===== src/hw/rtl/rmc_pkg.sv =====
// Package for the ray/mesh closest hit unit: types, constants and the microprogram.
`default_nettype none
package rmc_pkg;

  localparam int FRAC_BITS = 16;
  localparam int IN_W      = 32;
  localparam int W_W       = 48;
  localparam int MAG_W     = W_W - 1;
  localparam int EPS_W     = 16;
  localparam int DIST_W    = 31;
  localparam int NORM_W    = 18;
  localparam int DVD_W     = MAG_W + FRAC_BITS;
  localparam int SQ_STEPS  = (DVD_W + 1) / 2;
  localparam int SQ_RAD_W  = 2 * SQ_STEPS;
  localparam int SRW       = SQ_STEPS + 2;
  localparam int CNT_W     = $clog2(DVD_W + 1);
  localparam int MUL_CHUNK = 16;
  localparam int MUL_STEPS = W_W / MUL_CHUNK;
  localparam int RF_DEPTH  = 64;
  localparam int RF_AW     = 6;
  localparam int PC_W      = 7;
  localparam int NCOORD    = 9;
  localparam int CI_W      = 4;

  typedef logic signed [W_W-1:0] wide_t;

  localparam wide_t WMAX = wide_t'({1'b0, {MAG_W{1'b1}}});
  localparam wide_t ONE = wide_t'(1) <<< FRAC_BITS;
  localparam wide_t DIST_MAX_W = wide_t'({1'b0, {DIST_W{1'b1}}});
  localparam logic [EPS_W-1:0] EPS_RESET = EPS_W'(66);

  // scratch register map
  localparam int R_O = 0, R_D = 3, R_A = 6, R_B = 9, R_C = 12;
  localparam int R_AB = 15, R_AC = 18, R_AO = 21, R_M = 24;
  localparam int R_DET = 27, R_BETA = 28, R_GAMMA = 29, R_T = 30;
  localparam int R_LEN = 34, R_N = 35, R_P1 = 38, R_P2 = 39;
  localparam int R_S = 40, R_DOT = 43, R_SUM = 44;

  localparam logic [PC_W-1:0] PC_RAY = PC_W'(0);
  localparam logic [PC_W-1:0] PC_TRI = PC_W'(8);

  typedef enum logic [3:0] {
    OP_MOVIN, OP_ADD, OP_SUB, OP_MUL, OP_DIV, OP_SQRT,
    OP_CHKDET, OP_CHKNN, OP_CHKLE1, OP_CHKT, OP_BRNOK,
    OP_NSET, OP_FIN, OP_RAYCLR, OP_END
  } op_t;

  typedef struct packed {
    op_t              op;
    logic [RF_AW-1:0] dst;
    logic [RF_AW-1:0] sa;
    logic [RF_AW-1:0] sb;
  } instr_t;

  typedef struct packed {
    logic   load;
    logic   rd;
    logic   ex;
    logic   unit_wr;
    logic   emit;
    instr_t ins;
  } cmd_t;

  typedef struct packed {
    logic ok;
    logic unit_done;
    logic out_busy;
  } sts_t;

  typedef enum logic [2:0] {
    S_IDLE, S_READ, S_EXEC, S_WAIT, S_EMIT
  } ctl_state_t;

  function automatic wide_t sat_w(input logic signed [W_W:0] x);
    wide_t r;
    if (x > $signed({WMAX[W_W-1], WMAX})) r = WMAX;
    else if (x < -$signed({WMAX[W_W-1], WMAX})) r = -WMAX;
    else r = x[W_W-1:0];
    return r;
  endfunction

  function automatic logic [MAG_W-1:0] mag(input wide_t x);
    wide_t n;
    n = -x;
    return x[W_W-1] ? n[MAG_W-1:0] : x[MAG_W-1:0];
  endfunction

  function automatic instr_t mk(input op_t op, input int d, input int a, input int b);
    instr_t i;
    i.op  = op;
    i.dst = RF_AW'(d);
    i.sa  = RF_AW'(a);
    i.sb  = RF_AW'(b);
    return i;
  endfunction

  function automatic instr_t prog(input logic [PC_W-1:0] pc);
    instr_t i;
    case (pc)
      // ray load
      7'd0: i = mk(OP_MOVIN, R_O + 0, 0, 0);
      7'd1: i = mk(OP_MOVIN, R_O + 1, 1, 0);
      7'd2: i = mk(OP_MOVIN, R_O + 2, 2, 0);
      7'd3: i = mk(OP_MOVIN, R_D + 0, 3, 0);
      7'd4: i = mk(OP_MOVIN, R_D + 1, 4, 0);
      7'd5: i = mk(OP_MOVIN, R_D + 2, 5, 0);
      7'd6: i = mk(OP_RAYCLR, 0, 0, 0);
      // triangle test
      7'd8:  i = mk(OP_MOVIN, R_A + 0, 0, 0);
      7'd9:  i = mk(OP_MOVIN, R_A + 1, 1, 0);
      7'd10: i = mk(OP_MOVIN, R_A + 2, 2, 0);
      7'd11: i = mk(OP_MOVIN, R_B + 0, 3, 0);
      7'd12: i = mk(OP_MOVIN, R_B + 1, 4, 0);
      7'd13: i = mk(OP_MOVIN, R_B + 2, 5, 0);
      7'd14: i = mk(OP_MOVIN, R_C + 0, 6, 0);
      7'd15: i = mk(OP_MOVIN, R_C + 1, 7, 0);
      7'd16: i = mk(OP_MOVIN, R_C + 2, 8, 0);
      7'd17: i = mk(OP_SUB, R_AB + 0, R_A + 0, R_B + 0);
      7'd18: i = mk(OP_SUB, R_AB + 1, R_A + 1, R_B + 1);
      7'd19: i = mk(OP_SUB, R_AB + 2, R_A + 2, R_B + 2);
      7'd20: i = mk(OP_SUB, R_AC + 0, R_A + 0, R_C + 0);
      7'd21: i = mk(OP_SUB, R_AC + 1, R_A + 1, R_C + 1);
      7'd22: i = mk(OP_SUB, R_AC + 2, R_A + 2, R_C + 2);
      7'd23: i = mk(OP_SUB, R_AO + 0, R_A + 0, R_O + 0);
      7'd24: i = mk(OP_SUB, R_AO + 1, R_A + 1, R_O + 1);
      7'd25: i = mk(OP_SUB, R_AO + 2, R_A + 2, R_O + 2);
      // m = (A-B) x (A-C), also the face normal
      7'd26: i = mk(OP_MUL, R_P1, R_AB + 1, R_AC + 2);
      7'd27: i = mk(OP_MUL, R_P2, R_AC + 1, R_AB + 2);
      7'd28: i = mk(OP_SUB, R_M + 0, R_P1, R_P2);
      7'd29: i = mk(OP_MUL, R_P1, R_AC + 0, R_AB + 2);
      7'd30: i = mk(OP_MUL, R_P2, R_AB + 0, R_AC + 2);
      7'd31: i = mk(OP_SUB, R_M + 1, R_P1, R_P2);
      7'd32: i = mk(OP_MUL, R_P1, R_AB + 0, R_AC + 1);
      7'd33: i = mk(OP_MUL, R_P2, R_AC + 0, R_AB + 1);
      7'd34: i = mk(OP_SUB, R_M + 2, R_P1, R_P2);
      7'd35: i = mk(OP_MUL, R_P1, R_D + 0, R_M + 0);
      7'd36: i = mk(OP_MUL, R_P2, R_D + 1, R_M + 1);
      7'd37: i = mk(OP_ADD, R_DET, R_P1, R_P2);
      7'd38: i = mk(OP_MUL, R_P1, R_D + 2, R_M + 2);
      7'd39: i = mk(OP_ADD, R_DET, R_DET, R_P1);
      7'd40: i = mk(OP_CHKDET, 0, R_DET, 0);
      7'd41: i = mk(OP_BRNOK, 0, 0, 0);
      // beta
      7'd42: i = mk(OP_MUL, R_P1, R_AO + 1, R_AC + 2);
      7'd43: i = mk(OP_MUL, R_P2, R_AC + 1, R_AO + 2);
      7'd44: i = mk(OP_SUB, R_S + 0, R_P1, R_P2);
      7'd45: i = mk(OP_MUL, R_P1, R_AC + 0, R_AO + 2);
      7'd46: i = mk(OP_MUL, R_P2, R_AO + 0, R_AC + 2);
      7'd47: i = mk(OP_SUB, R_S + 1, R_P1, R_P2);
      7'd48: i = mk(OP_MUL, R_P1, R_AO + 0, R_AC + 1);
      7'd49: i = mk(OP_MUL, R_P2, R_AC + 0, R_AO + 1);
      7'd50: i = mk(OP_SUB, R_S + 2, R_P1, R_P2);
      7'd51: i = mk(OP_MUL, R_P1, R_D + 0, R_S + 0);
      7'd52: i = mk(OP_MUL, R_P2, R_D + 1, R_S + 1);
      7'd53: i = mk(OP_ADD, R_DOT, R_P1, R_P2);
      7'd54: i = mk(OP_MUL, R_P1, R_D + 2, R_S + 2);
      7'd55: i = mk(OP_ADD, R_DOT, R_DOT, R_P1);
      7'd56: i = mk(OP_DIV, R_BETA, R_DOT, R_DET);
      7'd57: i = mk(OP_CHKNN, 0, R_BETA, 0);
      7'd58: i = mk(OP_BRNOK, 0, 0, 0);
      // gamma
      7'd59: i = mk(OP_MUL, R_P1, R_AB + 1, R_AO + 2);
      7'd60: i = mk(OP_MUL, R_P2, R_AO + 1, R_AB + 2);
      7'd61: i = mk(OP_SUB, R_S + 0, R_P1, R_P2);
      7'd62: i = mk(OP_MUL, R_P1, R_AO + 0, R_AB + 2);
      7'd63: i = mk(OP_MUL, R_P2, R_AB + 0, R_AO + 2);
      7'd64: i = mk(OP_SUB, R_S + 1, R_P1, R_P2);
      7'd65: i = mk(OP_MUL, R_P1, R_AB + 0, R_AO + 1);
      7'd66: i = mk(OP_MUL, R_P2, R_AO + 0, R_AB + 1);
      7'd67: i = mk(OP_SUB, R_S + 2, R_P1, R_P2);
      7'd68: i = mk(OP_MUL, R_P1, R_D + 0, R_S + 0);
      7'd69: i = mk(OP_MUL, R_P2, R_D + 1, R_S + 1);
      7'd70: i = mk(OP_ADD, R_DOT, R_P1, R_P2);
      7'd71: i = mk(OP_MUL, R_P1, R_D + 2, R_S + 2);
      7'd72: i = mk(OP_ADD, R_DOT, R_DOT, R_P1);
      7'd73: i = mk(OP_DIV, R_GAMMA, R_DOT, R_DET);
      7'd74: i = mk(OP_CHKNN, 0, R_GAMMA, 0);
      7'd75: i = mk(OP_ADD, R_SUM, R_BETA, R_GAMMA);
      7'd76: i = mk(OP_CHKLE1, 0, R_SUM, 0);
      7'd77: i = mk(OP_BRNOK, 0, 0, 0);
      // t
      7'd78: i = mk(OP_MUL, R_P1, R_AO + 0, R_M + 0);
      7'd79: i = mk(OP_MUL, R_P2, R_AO + 1, R_M + 1);
      7'd80: i = mk(OP_ADD, R_DOT, R_P1, R_P2);
      7'd81: i = mk(OP_MUL, R_P1, R_AO + 2, R_M + 2);
      7'd82: i = mk(OP_ADD, R_DOT, R_DOT, R_P1);
      7'd83: i = mk(OP_DIV, R_T, R_DOT, R_DET);
      7'd84: i = mk(OP_CHKT, 0, R_T, 0);
      7'd85: i = mk(OP_BRNOK, 0, 0, 0);
      // unit normal
      7'd86: i = mk(OP_MUL, R_P1, R_M + 0, R_M + 0);
      7'd87: i = mk(OP_MUL, R_P2, R_M + 1, R_M + 1);
      7'd88: i = mk(OP_ADD, R_DOT, R_P1, R_P2);
      7'd89: i = mk(OP_MUL, R_P1, R_M + 2, R_M + 2);
      7'd90: i = mk(OP_ADD, R_DOT, R_DOT, R_P1);
      7'd91: i = mk(OP_SQRT, R_LEN, R_DOT, 0);
      7'd92: i = mk(OP_DIV, R_N + 0, R_M + 0, R_LEN);
      7'd93: i = mk(OP_DIV, R_N + 1, R_M + 1, R_LEN);
      7'd94: i = mk(OP_DIV, R_N + 2, R_M + 2, R_LEN);
      7'd95: i = mk(OP_NSET, 0, R_N + 0, 0);
      7'd96: i = mk(OP_NSET, 1, R_N + 1, 0);
      7'd97: i = mk(OP_NSET, 2, R_N + 2, 0);
      7'd98: i = mk(OP_FIN, 0, 0, 0);
      default: i = mk(OP_END, 0, 0, 0);
    endcase
    return i;
  endfunction

endpackage
`default_nettype wire


===== src/hw/rtl/rmc_ctrl.sv =====
// Controller: microprogram sequencer driving the datapath.
`default_nettype none
module rmc_ctrl import rmc_pkg::*; (
  input  logic clk,
  input  logic rst_n,
  input  logic in_valid,
  input  logic in_operation,
  input  logic in_last,
  output logic in_stall,
  input  sts_t sts,
  output cmd_t cmd
);

  ctl_state_t        state_r, state_nxt;
  logic [PC_W-1:0]   pc_r, pc_nxt;
  logic              tri_r, tri_nxt;
  logic              last_r, last_nxt;
  logic              fin;

  // out of reset the ray program runs once over zeroed coordinates,
  // which clears the ray registers in the scratch file
  always_ff @(posedge clk) begin
    if (!rst_n) begin
      state_r <= S_READ;
      pc_r    <= PC_RAY;
      tri_r   <= 1'b0;
      last_r  <= 1'b0;
    end else begin
      state_r <= state_nxt;
      pc_r    <= pc_nxt;
      tri_r   <= tri_nxt;
      last_r  <= last_nxt;
    end
  end

  always_comb begin
    state_nxt = state_r;
    pc_nxt    = pc_r;
    tri_nxt   = tri_r;
    last_nxt  = last_r;
    cmd       = '0;
    cmd.ins   = prog(pc_r);
    in_stall  = (state_r != S_IDLE);
    fin       = 1'b0;
    case (state_r)
      S_IDLE: begin
        if (in_valid) begin
          cmd.load  = 1'b1;
          tri_nxt   = in_operation;
          last_nxt  = in_last;
          pc_nxt    = in_operation ? PC_TRI : PC_RAY;
          state_nxt = S_READ;
        end
      end
      S_READ: begin
        cmd.rd    = 1'b1;
        state_nxt = S_EXEC;
      end
      S_EXEC: begin
        cmd.ex = 1'b1;
        case (cmd.ins.op)
          OP_MUL, OP_DIV, OP_SQRT: state_nxt = S_WAIT;
          OP_END: fin = 1'b1;
          OP_BRNOK: begin
            if (!sts.ok) fin = 1'b1;
            else begin
              pc_nxt    = pc_r + 1'b1;
              state_nxt = S_READ;
            end
          end
          default: begin
            pc_nxt    = pc_r + 1'b1;
            state_nxt = S_READ;
          end
        endcase
        if (fin) state_nxt = (tri_r && last_r) ? S_EMIT : S_IDLE;
      end
      S_WAIT: begin
        if (sts.unit_done) begin
          cmd.unit_wr = 1'b1;
          pc_nxt      = pc_r + 1'b1;
          state_nxt   = S_READ;
        end
      end
      S_EMIT: begin
        if (!sts.out_busy) begin
          cmd.emit  = 1'b1;
          state_nxt = S_IDLE;
        end
      end
      default: state_nxt = S_IDLE;
    endcase
  end

endmodule
`default_nettype wire


===== config.mk =====
export PLATFORM = sky130hd
export DESIGN_NAME = rmc_ctrl
export DESIGN_NICKNAME = d
export VERILOG_FILES = /design/src/hw/rtl/rmc_pkg.sv /design/src/hw/rtl/rmc_ctrl.sv
export SDC_FILE = /design/constraint.sdc
export NUM_CORES = 1
export LEC_CHECK = 0
export BUFFER_PORTS_ARGS = -buffer_cell sky130_fd_sc_hd__buf_4
export CORE_MARGIN = 5
export CORE_UTILIZATION = 50
export DETAILED_ROUTE_END_ITERATION = 12
export PLACE_DENSITY = 0.72
export SETUP_SLACK_MARGIN = 0.05
export SLEW_MARGIN = 20
export SYNTH_ARGS = -nofsm -noshare
export SYNTH_HDL_FRONTEND = slang
export SYNTH_SLANG_ARGS = --single-unit

===== constraint.sdc =====
create_clock -name clk -period 3.7 [get_ports clk]
set_input_delay 0.74 -clock clk [delete_from_list [all_inputs] [get_ports clk]]
set_output_delay 0.74 -clock clk [all_outputs]
set_load 0.05 [all_outputs]

==> metrics, run 1 <==
outcome=finished clean; Area growth syn-to-layout=18.32%; Clock Path Buffers=2; vias=5260; Worst Max-Slew Pin Slew=0.8595 ns; Clock Latency Late Sink=0.30 ns; P_leak=2.018 nW; reg2reg start=state_r[2]; TritonRoute pass-1 iters=7; Post-synth ARST share=0%; All-Layer GR Usage=35.72%; count leader, synth=nand2_1; top-level port count=36; post-route ant nets=0; Reg clk slew, reported paths=0.07 ns; worst hold start=tri_r; GR Overflow Total=0; Die X=99.61 µm; share of cells above drive strength 1=23.51%; Fin Clk Skew=0.01536 ns; Top FF cell, synth=dfxtp_1; reg2reg setup slack=0.21 ns; EDFF count, synth=0; RSZ-0062 raised after global routing=no; DR WL/cell=25.08 µm; max-slew violation count=0; Hold Path Class=reg -> reg; post-synthesis sequential area ratio=16.95%; power density cells=229.6 mW/mm²; CP Data Arrival Time=3.64 ns; Yosys top cell area share=16.95%; FF-to-FF End=cmd[1]; Syn Nets=592; R2R cell count=11; Yosys cell types=86; Rows=32; post-layout min period=3.485 ns; Hold Violations, Final=0; RD Place Congestion=1.115; Max-Cap Viols=0; required time worst endpoint=3.85 ns; setup bufs post-CTS=0; Final HPWL DP=13370 µm; number of inserted diodes=0; largest area contributor in the netlist=dfxtp_1; Starting Density=51.69%; setup violators final=0; first-pass GRT wire length=27680 µm; Ys Warns=0; Post-synth top cells=nand2_1 (71), nor2_1 (51), o21ai_0 (44), a21oi_1 (43), dfxtp_1 (34); CTS tree=yes; Min-Delay Endpoint=tri_r; CTS sink cnt=34; core area=0.007767 mm²; Synth Instances=562; Iter 0 DRT Violations=807; CP endpoint kind=flop; Avg Inst Size Synth=7.144 µm²; final std cells w/o fill=723; CTS root buf=clkbuf_8; fmax=286.9 MHz; vias per inst=7.275; Num CTS Buffers=5; DIE AREA=0.009922 mm²; Slew headroom=42.32%; top cells by area, synth=dfxtp_1 (17%), ha_1 (6.9%), nand2_1 (6.6%); Crit. Startpoint=state_r[2]; placed cells=715; Syn Std Cell Area=0.004015 mm²; vias in the first global route=4956; Routed WL=18130 µm; crit share post-route=94.19%; VDD IR max=0.0001464 V; #FFs+latches synth=34; kind of start point of the critical path=flop; final total power=1.091 mW; pin count of the biggest net entering global routing=32; initial antenna violation count=0; drt drc=0; final net count=650; H-Tree Depth=2; Setup CP Type=reg -> reg; critical path peak fanout=11; hold path cells=2; die height=99.61 µm; PortBufs=35
[per-layer routing]
metal  vias up  track usage (%)  routed length, µm
met3       116            10.80               2732
met4         0            17.86               1077
met5         -                0                  0
li1       2230                -                  -
met1      2397            47.08               6755
met2       517            52.58               7565
[layout make-up]
| class | instances | area [µm²] |
|---|---|---|
| sequential | 34 | 681.9 |
| multi-input combinational | 460 | 2959 |
| timing repair buffer | 104 | 818.3 |
| fill | 740 | 3017 |
| clock inverter | 1 | 5.005 |
| inverter | 15 | 72.57 |
| tap | 102 | 127.6 |
| clock buffer | 7 | 86.33 |
[power breakdown]
group,switching [mW],total (mW),internal (mW)
Sequential,0.0123,0.388,0.376
Clock,0.161,0.312,0.151
Combinational,0.255,0.391,0.136
[state kept, by name, indices dropped and copies added, names as in the netlist]
signal	cells
state_r	3
last_r	1
tri_r	1
cmd	22
pc_r	7
[worst max-delay path by stage]
| stage | to | slack [ns] | cells after the start |
|---|---|---|---|
| floorplan | cmd[1] | 0.06 | 16 |
| global placement | cmd[1] | -0.08 | 13 |
| detailed placement | cmd[1] | -0.09 | 13 |
| CTS | cmd[1] | 0.18 | 11 |
| global route | cmd[12] | 0.06 | 12 |
| finish | cmd[1] | 0.21 | 11 |
[worst max-delay path: stages (launching register included)]
cell	delay, ns
dfxtp_1	0.41
nand2b_2	0.29
a311o_2	0.49
o21a_1	0.22
mux2_2	0.38
ha_1	0.38
inv_1	0.15
o21ai_0	0.20
o21ai_0	0.16
a221o_1	0.32
a21oi_2	0.21
o221ai_1	0.13
[timing repair]
action,CTS,global route
endpoints found under the setup margin,0,2
hold buffers,0,0
resized for setup,0,2
[cell families after synthesis]
kind of cell / after synthesis / share of synthesized area [%]
simple gates: 210 / 25.83
mux: 7 / 2.088
buf+inv: 68 / 9.629
xor+xnor: 4 / 0.8725
flops: 34 / 16.95
compound gates: 217 / 37.77
fa+ha+maj: 22 / 6.856
[placed cells by master, fill, tap and decap left out, types with 4 or more instances in the layout]
| master | count |
|---|---|
| nand4_1 | 4 |
| a221oi_1 | 8 |
| a21o_1 | 4 |
| a211oi_1 | 7 |
| nand3_1 | 24 |
| a21oi_2 | 4 |
| and2_1 | 7 |
| a22oi_1 | 6 |
| a31oi_1 | 8 |
| o21ai_0 | 44 |
| ha_1 | 22 |
| o22ai_1 | 9 |
| or3_1 | 6 |
| o311ai_0 | 4 |
| buf_4 | 101 |
| o21ai_1 | 4 |
| a311oi_1 | 5 |
| clkbuf_8 | 6 |
| inv_1 | 9 |
| mux2i_1 | 5 |
| nor2_1 | 51 |
| a32o_1 | 4 |
| a221o_1 | 5 |
| o221ai_1 | 5 |
| nor3_1 | 11 |
| o211ai_1 | 11 |
| a21oi_1 | 42 |
| and3_1 | 8 |
| xnor2_1 | 4 |
| dfxtp_1 | 33 |
| o31ai_1 | 4 |
| nand2_1 | 71 |
[metrics by stage]
step / hold WS, ns / cell area (µm²) / utilization, % / worst slack, ns / TNS, ns
finish: 0.4746 / 4751 / 61.16 / 0.2149 / 0
global route: 0.5094 / 4751 / 61.16 / 0.05600 / 0
CTS: 0.4728 / 4746 / 61.10 / 0.1839 / 0
detailed placement: 0.4630 / 4654 / 59.92 / -0.09247 / -0.09247
global placement: 0.4475 / 4654 / 59.92 / -0.07799 / -0.07799
floorplan: 0.4367 / 4038 / - / 0.06269 / 0
(Power assumes the default switching activity.)
==> inputs of run 2 (changes only) <==
GPL_TIMING_DRIVEN = 0   (was unset)
REMOVE_ABC_BUFFERS = 1   (was unset)
==> metrics, run 2 (synthesis gave the netlist of run 1 again) <==
top-level port count=36 (unchanged); initial antenna violation count=0 (unchanged); CTS root buf=clkbuf_8; number of inserted diodes=0 (unchanged); Slowest cell on crit path=or4b_4; Crit. Startpoint=in_valid; fillers=747 (+0.95%); post-route ant nets=0 (unchanged); setup ws final=-0.04752 ns (-0.2624 ns); Slew headroom=52.01% (+9.7 points); PortBufs=35 (unchanged); VDD IR max=0.0001254 V (-14%); H-Tree Depth=2 (unchanged); R2R cell count=12 (+1); CP Data Arrival Time=3.95 ns (+0.31 ns); Rows=32 (unchanged); Setup TNS=-0.09280 ns (-0.09280 ns); All-Layer GR Usage=31.04% (-4.7 points); RSZ-0062 raised after global routing=yes; pin count of the biggest net entering global routing=60 (+88%); vias=5125 (-2.6%); vias per inst=7.471 (+2.7%); RD Place Congestion=1.041 (-6.7%); Hold Path Class=reg -> reg; area occupied by multi-input gates=0.003094 mm² (+4.6%); P_leak=1.826 nW (-9.5%); CP endpoint kind=flop; drt drc=0 (unchanged); crit share post-route=101.3% (+7.1 points); Max-Cap Viols=0 (unchanged); kind of start point of the critical path=input port; first-pass GRT wire length=24500 µm (-11%); Clock Path Buffers=2 (unchanged); Die X=99.61 µm (unchanged); Hold Violations, Final=0 (unchanged); Reg clk slew, reported paths=0.08 ns (about the same); DR WL/cell=24.10 µm (-3.9%); Finished Core Util=59.62% (-1.5 points); Num CTS Buffers=5 (unchanged); Starting Density=51.69% (unchanged); setup violators final=3 (+3); die height=99.61 µm (unchanged); Setup CP Type=in -> reg; core area=0.007767 mm² (unchanged); post-layout min period=3.748 ns (+0.2624 ns); critical path, cell by cell=buf_4 > or4b_4 > and3_1 > and3_1 > nor3_4 > buf_4 > buf_4 > ha_2 > and2_2 > a21oi_1 > o21ai_0 > a221oi_1 > a32o_1; Fin Clk Skew=0.009715 ns (-0.005645 ns); Iter 0 DRT Violations=970 (+20%); Clock Latency Late Sink=0.31 ns (about the same); reg2reg setup slack=-0.05 ns (-0.26 ns); vias in the first global route=4354 (-12%); violated checks=setup timing; Area growth syn-to-layout=15.33%; final net count=613 (-5.7%); CP Capture Point=cmd[7]; most common cell after layout, fill and taps aside=nand2_1; DIE AREA=0.009922 mm² (unchanged); Worst Max-Slew Pin Slew=0.7058 ns (-0.1536 ns); reg2reg start=state_r[0]; outcome=complete, but fails checks; max-slew violation count=0 (unchanged); FF-to-FF End=cmd[7]; fmax=266.8 MHz (-7.0%); critical path peak fanout=14 (+3); register area=681.9 µm² (unchanged); worst hold slack=0.4618 ns (-0.01289 ns); max reg flops=22 (unchanged); power density cells=245.2 mW/mm² (+6.8%); required time worst endpoint=3.90 ns (+0.05 ns); critical path's largest stage delay=0.53 ns (+0.04 ns); TritonRoute pass-1 iters=8 (+1); share of cells above drive strength 1=21.75% (-1.8 points); hold_buf cts=0 (unchanged); Final HPWL DP=10190 µm (-24%); GR Overflow Total=0 (unchanged); crit-path most repeated cell=buf_4; CTS tree=yes; Routed WL=16530 µm (-8.8%); commonest cells after routing, fill and taps aside=nand2_1 (70), buf_4 (60), nor2_1 (49); CTS sink cnt=34 (unchanged)
[run 2: cell count changes in the layout (fill, tap and decap cells not counted), moves of 3 or more]
cell,before,now
inv_2,3,0
ha_2,0,5
inv_1,9,6
ha_1,22,15
clkinvlp_4,0,3
buf_4,101,60
[run 2: worst min-delay path by stage]
stage | depth (start not counted) | slack [ns] | endpoint | startpoint
finish | 2 | 0.46 | tri_r | tri_r
global route | 2 | 0.48 | tri_r | tri_r
CTS | 2 | 0.46 | tri_r | tri_r
detailed placement | 2 | 0.45 | tri_r | tri_r
global placement | 2 | 0.45 | last_r | last_r
floorplan | 2 | 0.44 | last_r | last_r
[run 2: through the flow]
step	instances	setup slack, ns	power [mW]	cell area (µm²)
floorplan	509	-0.9568	0.6206	3694
global placement	646	-2.264	0.7170	4084
detailed placement	649	-1.151	0.7187	4180
CTS	665	0.05212	1.083	4423
global route	686	-0.09229	1.175	4631
finish	686	-0.04752	1.135	4631
[run 2: final cells by class]
| cell class | instances | share of cell area [%] |
|---|---|---|
| clock buffers | 7 | 1.648 |
| clock inverters | 1 | 0.6485 |
| inverters | 15 | 1.945 |
| multi-input cells | 463 | 66.82 |
| flip-flops and latches | 34 | 14.73 |
| well taps | 102 | 2.756 |
| repair buffers | 63 | 11.35 |
| repair inverters | 1 | 0.1081 |
[run 2: worst max-delay path: cells and delay by family]
kind / cells / cell delay [ns]
AND/OR/NAND/NOR: 5 / 1.56
adder cells (fa/ha/maj): 1 / 0.42
AO/OA/AOI/OAI: 4 / 0.65
buffers and inverters: 3 / 0.55
[run 2: power breakdown]
group / switching, mW / internal (mW)
Clock: 0.147 / 0.202
Sequential: 0.0103 / 0.376
Combinational: 0.261 / 0.140
[run 2: repair_timing]
item / 4_1_cts / 5_1_grt
gates cloned: 2 / 2
buffers inserted: 6 / 19
resized for setup: 17 / 15
pin swaps: 2 / 3
endpoints found under the setup margin: 22 / 20
[run 2: routing by layer]
layer  vias up  GRT usage [%]  part of all wire [%]  routed length, µm
met5         -              0                     0                  0
met4         0          16.18                   6.7               1100
met3       110          8.906                    16               2673
met2       516          44.99                    41               6833
met1      2330          41.52                    36               5927
li1       2169              -                     -                  -
